**src/hdl/rabs_pkg.sv**
```systemverilog
// Shared constants, beat types and controller/datapath interface structs for rank assignment.
`timescale 1ns / 1ps

package rabs_pkg;

    localparam int MAX_ITEMS     = 64;
    localparam int VALUE_BITS    = 32;   // stored value width, at most IN_VALUE_BITS
    localparam int IN_VALUE_BITS = 32;
    localparam int RANK_BITS     = 6;
    localparam int IDX_W         = $clog2(MAX_ITEMS);
    localparam int CNT_W         = $clog2(MAX_ITEMS + 1);

    typedef struct packed {
        logic signed [IN_VALUE_BITS-1:0] value;
        logic                            is_last;
    } t_in_beat;

    typedef struct packed {
        logic [RANK_BITS-1:0] rank;
        logic                 last_rank;
        logic                 overflow;
    } t_out_beat;

    typedef struct packed {
        logic load;
        logic scan_begin;
        logic scan_step;
        logic commit;
        logic emit_begin;
        logic emit_read;
        logic emit_load;
        logic clear;
    } t_cmd;

    typedef struct packed {
        logic idx_end;
        logic pass_end;
        logic rd_pending;
        logic out_free;
    } t_status;

endpackage

```
**src/hdl/rabs_ram.sv**
```systemverilog
// Generic simple dual-port RAM with registered read.
`timescale 1ns / 1ps

module rabs_ram #(
    parameter int WIDTH = 8,
    parameter int DEPTH = 64
) (
    input  logic                     i_clk,
    input  logic                     i_we,
    input  logic [$clog2(DEPTH)-1:0] i_waddr,
    input  logic [WIDTH-1:0]         i_wdata,
    input  logic                     i_re,
    input  logic [$clog2(DEPTH)-1:0] i_raddr,
    output logic [WIDTH-1:0]         o_rdata
);

    logic [WIDTH-1:0] r_mem [DEPTH];
    logic [WIDTH-1:0] r_rdata;

    always_ff @(posedge i_clk) begin
        if (i_we) begin
            r_mem[i_waddr] <= i_wdata;
        end
        if (i_re) begin
            r_rdata <= r_mem[i_raddr];
        end
    end

    assign o_rdata = r_rdata;

endmodule

```
**src/hdl/rabs_dpath.sv**
```systemverilog
// Datapath: value and rank stores, ranked flags, minimum search and output register.
`timescale 1ns / 1ps

module rabs_dpath import rabs_pkg::*; (
    input  logic      i_clk,
    input  logic      i_rst_n,
    input  t_cmd      i_cmd,
    input  t_in_beat  i_in,
    output t_status   o_st,
    input  logic      i_out_stall,
    output logic      o_out_valid,
    output t_out_beat o_out
);

    logic [CNT_W-1:0]             r_count;
    logic [CNT_W-1:0]             r_idx;
    logic [CNT_W-1:0]             r_pass;
    logic                         r_ovf;
    logic                         r_rd_vld;
    logic [IDX_W-1:0]             r_rd_idx;
    logic signed [VALUE_BITS-1:0] r_best_val;
    logic [IDX_W-1:0]             r_best_idx;
    logic                         r_found;
    logic                         r_out_vld;
    t_out_beat                    r_out;

    logic [VALUE_BITS-1:0] w_val_q;
    logic [RANK_BITS-1:0]  w_rank_q;
    logic                  w_flag_q;
    logic                  w_flag_we;
    logic [IDX_W-1:0]      w_flag_waddr;
    logic                  w_full;
    logic                  w_take;
    logic                  w_out_free;

    assign w_full       = (r_count == CNT_W'(MAX_ITEMS));
    assign w_out_free   = !r_out_vld || !i_out_stall;
    // flag is cleared as the entry loads and set when it gets its rank
    assign w_flag_we    = i_cmd.commit || (i_cmd.load && !w_full);
    assign w_flag_waddr = i_cmd.commit ? r_best_idx : r_count[IDX_W-1:0];
    // strict less-than keeps the earlier position on a tie
    assign w_take       = r_rd_vld && !w_flag_q &&
                          (!r_found || ($signed(w_val_q) < r_best_val));

    rabs_ram #(
        .WIDTH (VALUE_BITS),
        .DEPTH (MAX_ITEMS)
    ) u_value_ram (
        .i_clk   (i_clk),
        .i_we    (i_cmd.load && !w_full),
        .i_waddr (r_count[IDX_W-1:0]),
        .i_wdata (i_in.value[VALUE_BITS-1:0]),
        .i_re    (i_cmd.scan_step),
        .i_raddr (r_idx[IDX_W-1:0]),
        .o_rdata (w_val_q)
    );

    rabs_ram #(
        .WIDTH (1),
        .DEPTH (MAX_ITEMS)
    ) u_flag_ram (
        .i_clk   (i_clk),
        .i_we    (w_flag_we),
        .i_waddr (w_flag_waddr),
        .i_wdata (i_cmd.commit),
        .i_re    (i_cmd.scan_step),
        .i_raddr (r_idx[IDX_W-1:0]),
        .o_rdata (w_flag_q)
    );

    rabs_ram #(
        .WIDTH (RANK_BITS),
        .DEPTH (MAX_ITEMS)
    ) u_rank_ram (
        .i_clk   (i_clk),
        .i_we    (i_cmd.commit),
        .i_waddr (r_best_idx),
        .i_wdata (RANK_BITS'(r_pass)),
        .i_re    (i_cmd.emit_read),
        .i_raddr (r_idx[IDX_W-1:0]),
        .o_rdata (w_rank_q)
    );

    always_ff @(posedge i_clk) begin
        if (!i_rst_n) begin
            r_count   <= '0;
            r_idx     <= '0;
            r_pass    <= '0;
            r_ovf     <= 1'b0;
            r_rd_vld  <= 1'b0;
            r_found   <= 1'b0;
            r_out_vld <= 1'b0;
        end else begin
            if (i_cmd.load) begin
                if (w_full) begin
                    r_ovf <= 1'b1;
                end else begin
                    r_count <= r_count + CNT_W'(1);
                end
            end
            if (i_cmd.scan_begin || i_cmd.emit_begin) begin
                r_idx <= '0;
            end else if (i_cmd.scan_step || i_cmd.emit_read) begin
                r_idx <= r_idx + CNT_W'(1);
            end
            r_rd_vld <= i_cmd.scan_step;
            if (i_cmd.scan_begin) begin
                r_found <= 1'b0;
            end else if (w_take) begin
                r_found <= 1'b1;
            end
            if (i_cmd.commit) begin
                r_pass <= r_pass + CNT_W'(1);
            end
            if (i_cmd.emit_load) begin
                r_out_vld <= 1'b1;
            end else if (!i_out_stall) begin
                r_out_vld <= 1'b0;
            end
            if (i_cmd.clear) begin
                r_count <= '0;
                r_ovf   <= 1'b0;
                r_pass  <= '0;
            end
        end
    end

    always_ff @(posedge i_clk) begin
        r_rd_idx <= r_idx[IDX_W-1:0];
        if (w_take) begin
            r_best_val <= $signed(w_val_q);
            r_best_idx <= r_rd_idx;
        end
        if (i_cmd.emit_load) begin
            r_out.rank      <= w_rank_q;
            r_out.last_rank <= (r_idx == r_count);
            r_out.overflow  <= r_ovf;
        end
    end

    assign o_st.idx_end    = (r_idx == r_count);
    assign o_st.pass_end   = (r_pass == r_count);
    assign o_st.rd_pending = r_rd_vld;
    assign o_st.out_free   = w_out_free;

    assign o_out_valid = r_out_vld;
    assign o_out       = r_out;

endmodule

```
**src/hdl/rabs_ctrl.sv**
```systemverilog
// Controller: sequences load, selection passes and result emission.
`timescale 1ns / 1ps

module rabs_ctrl import rabs_pkg::*; (
    input  logic    i_clk,
    input  logic    i_rst_n,
    input  logic    i_in_valid,
    input  logic    i_in_last,
    output logic    o_in_stall,
    input  t_status i_st,
    output t_cmd    o_cmd
);

    typedef enum logic [2:0] {
        S_LOAD,
        S_PASS,
        S_SCAN,
        S_EMIT_RD,
        S_EMIT_LD
    } t_state;

    t_state r_state;
    t_state n_state;
    t_cmd   w_cmd;

    always_comb begin
        n_state = r_state;
        w_cmd   = '0;
        case (r_state)
            S_LOAD: begin
                if (i_in_valid) begin
                    w_cmd.load = 1'b1;
                    if (i_in_last) begin
                        n_state = S_PASS;
                    end
                end
            end
            S_PASS: begin
                if (i_st.pass_end) begin
                    w_cmd.emit_begin = 1'b1;
                    n_state          = S_EMIT_RD;
                end else begin
                    w_cmd.scan_begin = 1'b1;
                    n_state          = S_SCAN;
                end
            end
            S_SCAN: begin
                if (!i_st.idx_end) begin
                    w_cmd.scan_step = 1'b1;
                end else if (!i_st.rd_pending) begin
                    w_cmd.commit = 1'b1;
                    n_state      = S_PASS;
                end
            end
            S_EMIT_RD: begin
                w_cmd.emit_read = 1'b1;
                n_state         = S_EMIT_LD;
            end
            S_EMIT_LD: begin
                if (i_st.out_free) begin
                    w_cmd.emit_load = 1'b1;
                    if (i_st.idx_end) begin
                        w_cmd.clear = 1'b1;
                        n_state     = S_LOAD;
                    end else begin
                        n_state = S_EMIT_RD;
                    end
                end
            end
            default: begin
                n_state = S_LOAD;
            end
        endcase
    end

    always_ff @(posedge i_clk) begin
        if (!i_rst_n) begin
            r_state <= S_LOAD;
        end else begin
            r_state <= n_state;
        end
    end

    assign o_cmd      = w_cmd;
    assign o_in_stall = (r_state != S_LOAD);

endmodule

```
**src/hdl/rank_assignment_by_selection.sv**
```systemverilog
// Rank assignment by repeated minimum selection over a loaded set of signed values.
// Values are loaded one beat per cycle, up to 64; the beat marked last starts ranking,
// and beats beyond capacity are dropped and flag overflow on every result. Ranking
// runs one selection pass per stored item; each pass scans the value RAM one entry
// a cycle through its single read port. Ranks then leave in load order, each read
// from the rank RAM and then loaded into the output register once it is free, the
// last one marked. Input stays stalled from the last beat until the final result
// sits in the output register, which then waits for the consumer while the next
// set loads.
`timescale 1ns / 1ps

module rank_assignment_by_selection import rabs_pkg::*; (
    input  logic      i_clk,
    input  logic      i_rst_n,
    input  logic      i_in_valid,
    output logic      o_in_stall,
    input  t_in_beat  i_in,
    output logic      o_out_valid,
    input  logic      i_out_stall,
    output t_out_beat o_out
);

    t_cmd    w_cmd;
    t_status w_st;

    rabs_ctrl u_ctrl (
        .i_clk      (i_clk),
        .i_rst_n    (i_rst_n),
        .i_in_valid (i_in_valid),
        .i_in_last  (i_in.is_last),
        .o_in_stall (o_in_stall),
        .i_st       (w_st),
        .o_cmd      (w_cmd)
    );

    rabs_dpath u_dpath (
        .i_clk       (i_clk),
        .i_rst_n     (i_rst_n),
        .i_cmd       (w_cmd),
        .i_in        (i_in),
        .o_st        (w_st),
        .i_out_stall (i_out_stall),
        .o_out_valid (o_out_valid),
        .o_out       (o_out)
    );

`ifndef SYNTH
    a_cmd_exclusive: assert property (@(posedge i_clk) disable iff (!i_rst_n)
        $onehot0({w_cmd.load, w_cmd.scan_step, w_cmd.commit, w_cmd.emit_read,
                  w_cmd.emit_load}))
        else $error("datapath commands overlap");

    a_commit_in_range: assert property (@(posedge i_clk) disable iff (!i_rst_n)
        w_cmd.commit |-> !w_st.pass_end)
        else $error("rank committed beyond stored item count");

    a_scan_in_range: assert property (@(posedge i_clk) disable iff (!i_rst_n)
        w_cmd.scan_step |-> !w_st.idx_end)
        else $error("scan read past stored items");

    a_load_idle: assert property (@(posedge i_clk) disable iff (!i_rst_n)
        !o_in_stall |-> !w_st.rd_pending)
        else $error("input accepted during selection pass");
`endif

endmodule

```
**config.mk**
```make
export PLATFORM = sky130hd
export DESIGN_NAME = rank_assignment_by_selection
export DESIGN_NICKNAME = d
export VERILOG_FILES = /design/src/hdl/rabs_pkg.sv /design/src/hdl/rabs_ram.sv /design/src/hdl/rabs_dpath.sv /design/src/hdl/rabs_ctrl.sv /design/src/hdl/rank_assignment_by_selection.sv
export SDC_FILE = /design/constraint.sdc
export NUM_CORES = 2
export LEC_CHECK = 0
export BUFFER_PORTS_ARGS = -buffer_cell sky130_fd_sc_hd__buf_2
export CAP_MARGIN = 10
export CORE_MARGIN = 2
export CORE_UTILIZATION = 55
export CTS_BUF_LIST = sky130_fd_sc_hd__clkbuf_8
export DETAILED_ROUTE_END_ITERATION = 10
export PLACE_DENSITY = 0.71
export SYNTH_ARGS = -nofsm -noshare
export SYNTH_HDL_FRONTEND = slang
export SYNTH_HIERARCHICAL = 1
export SYNTH_SLANG_ARGS = --single-unit
```
**constraint.sdc**
```tcl
create_clock -name i_clk -period 11.4 [get_ports i_clk]
set_clock_uncertainty 0.05 [all_clocks]
set_input_delay 0 -clock i_clk [delete_from_list [all_inputs] [get_ports i_clk]]
set_output_delay 0 -clock i_clk [all_outputs]
set_load 0.01 [all_outputs]
```
==> results.txt <==
Slew Limit Headroom: 16.5%
Worst Path Arrival: 5.54 ns
CP max stage delay: 0.80 ns
Count of cell types in the netlist: 68
Synthesized flop and latch total: 2615
Multi-input logic area: 21800 µm²
R2r worst-path depth: 8
Bufs and invs on worst path: 3
Top-area cell type share of the netlist area: 76.8%
First-pass GRT wire length: 344000 µm
Hold Path Cell Cnt: 3
Critical-path cell list: buf_12 -> buf_12 -> buf_4 -> mux4_2 -> o221ai_1 -> a21oi_1 -> a21oi_1 -> nor2_1
HPWL Detailed: 125000 µm
Min Clock Period, post-route: 4.85 ns
Routed wl met3: 22900 µm
Dominant cells by area after synthesis: edfxtp_1 (77%), mux4_2 (14%), nor2_1 (1.1%)
Nets: 5085
Max-Cap Viols: 0
Vias in the first global route: 50017
Post-synth EDFFs: 2581
Sequential-to-total area share from yosys stat: 77.5%
Hold Path Class: primary input to flop
Tot GR Track Use: 25.9%
Gpl congestion: 0.865
Post-Route WL: 240000 µm
Worst Max-Slew Pin Slew: 1.25 ns
CTS H-tree depth: 5
# DRC: 0
Leak pwr: 34.4 nW
Number of buffers created by CTS: 412
Status: finished clean
Final global-route overflow total: 0
Ports: 47
Critical path depth: 8
Post_cts resized: 0
Slew Limit Fails: 0
CP startpoint kind: flop
Num Clock Sinks: 2615
Num rows: 157
Layout area overhead: 11.3%
CP Max Fanout: 91
Final setup TNS: 0 ns
Die W: 432 µm
Largest buffer count on any clock path: 4
Via count: 49597
WL met1: 90900 µm
Routed Antenna Nets: 0
Clock Latency Late Sink: 1.08 ns
Initial core utilization: 55.2%
Sequential cell area: 78200 µm²
I/O Buffers: 46
Initial antenna violation count: 12
CTS tree: done
Synth Instances: 4599
Most frequent cells in the layout: edfxtp_1 (2581), mux4_2 (641), clkbuf_8 (417)
Die area: 187000 µm²
Crit-path slowest cell: dfxtp_4
DRT Pass-1 Iters: 6
Req. time, crit path: 12.09 ns
Reg clk slew, reported paths: 0.06 ns
Synth warn: 6
DR vias/cell: 6.45
Worst vdd ir: 0.000161 V
Post-Syn Nets: 4671
Crit. End Element: flop
Root Buffer: clkbuf_8
Initial DRC count: 6632
Ys async rst share: 0%
Final hold violation count: 0
Fin crit share: 42.6%
Top_reg_cell synth: edfxtp_1
Crit Path Class: flop to flop
DIE HEIGHT: 432 µm
RSZ-0062 raised after global routing: false
Mapped cell area: 101000 µm²
Met2 WL: 116000 µm
Pwr Total: 18.9 mW
Largest area contributor in the netlist: edfxtp_1
Final Setup Violations: 0
Post-CTS setup buffers: 0
CP top delay family: buffers and inverters
Syn avg cell area: 21.9 µm²
Fmax: 206 MHz
Largest net degree at the start of global routing: 124
Number of fill cells in the layout: 12362
Wire per inst: 31.2 µm
Share of cells above drive strength 1: 27.1%
Commonest non-fill, non-tap cell in the layout: edfxtp_1
Core region area: 183000 µm²
Pwr Density: 169 nW/µm²
Highest metal used: met5
logic make-up (layout without fill, tap and decap cells):
logic type               after synthesis  after routing  synth area share, %
AO/OA/AOI/OAI                        321            321                 2.08
XOR/XNOR                              26             26                0.226
adder cells (fa/ha/maj)               35             35                0.434
buffers and inverters                282            986                 1.38
flip-flops                          2615           2615                 77.5
multiplexers                         777            777                 15.9
other                                  0              5                    0
AND/OR/NAND/NOR                      543            543                 2.51
area by class of cell:
type | count | area share [%]
flip-flops and latches | 2615 | 69.6
clock buffers | 417 | 5.11
diodes | 5 | 0.0111
repair buffers | 245 | 1.74
well taps | 2385 | 2.66
multi-input cells | 1702 | 19.5
clock inverters | 287 | 1.28
inverters | 37 | 0.124
final timing paths:
| check | start | endpoint | slack [ns] |
|---|---|---|---|
| worst max register to register | u_dpath/r_idx[0] | u_dpath/u_value_ram/o_rdata[23] | 6.55 |
| worst max-delay path | u_dpath/r_idx[0] | u_dpath/u_value_ram/o_rdata[23] | 6.55 |
| worst min-delay path | i_in[32] | u_dpath/u_value_ram/r_mem[16][31] | 0.15 |
| worst min register to register | u_dpath/r_rd_idx[2] | u_dpath/r_best_idx[2] | 0.33 |
worst reg2reg max path, stage by stage, from the launching register on:
cell	delay, ns
dfxtp_4	0.80
buf_12	0.51
buf_12	0.73
buf_4	0.91
mux4_2	0.60
o221ai_1	0.20
a21oi_1	0.11
a21oi_1	0.52
nor2_1	0.11
flip-flops by register name, indices dropped and copies added, names as in the netlist, 3 cells and up:
register,cells
u_dpath/u_rank_ram/r_mem,384
u_dpath/u_flag_ram/r_mem,64
u_ctrl/r_state,3
u_dpath/u_rank_ram/o_rdata,6
u_dpath/u_value_ram/o_rdata,32
u_dpath/r_best_val,32
u_dpath/r_pass,7
u_dpath/u_value_ram/r_mem,2048
u_dpath/o_out,8
u_dpath/r_rd_idx,6
u_dpath/r_best_idx,6
u_dpath/r_count,7
u_dpath/r_idx,7
power breakdown:
| group | internal (mW) | switching [mW] |
|---|---|---|
| Clock | 3.58 | 3.49 |
| Sequential | 10.6 | 0.0403 |
| Combinational | 0.498 | 0.673 |
| Total | 14.7 | 4.20 |
cell usage after synthesis (16+ instances only):
library cell / number
a21oi_1: 95
a22oi_1: 17
buf_1: 21
buf_2: 74
buf_4: 29
clkbuf_1: 106
dfxtp_1: 34
edfxtp_1: 2581
ha_1: 35
inv_1: 37
mux2i_1: 110
mux4_2: 641
nand2_1: 68
nand2b_1: 21
nand3_1: 25
nor2_1: 297
nor2b_1: 30
o21ai_0: 18
o221ai_1: 36
o22ai_1: 97
xor2_1: 16
metal layers:
layer  GRT usage (%)  vias to the layer above
li1                -                    20201
met1            35.6                    26191
met2            41.4                     2678
met3            5.09                      521
met4            10.1                        6
met5               0                        -
per-stage QoR:
stage / worst slack (ns) / utilization (%) / hold WS [ns] / instance area, µm² / std cells
after floorplan: 5.90 / - / 0.0489 / 101000 / 4599
after global placement: 6.56 / 57.3 / 0.222 / 105000 / 6935
after detailed placement: 6.56 / 57.3 / 0.255 / 105000 / 6936
after CTS: 6.55 / 61.4 / 0.0597 / 112000 / 7683
after global routing: 6.21 / 61.5 / 0.120 / 112000 / 7692
final: 6.55 / 61.5 / 0.148 / 112000 / 7693
repair_timing:
item                                   4_1_cts  5_1_grt
hold buffers                                43        2
setup endpoints to repair                    0        0
endpoints found under the hold margin     2084       32
No activity file was read; power rests on OpenSTA's default activity.
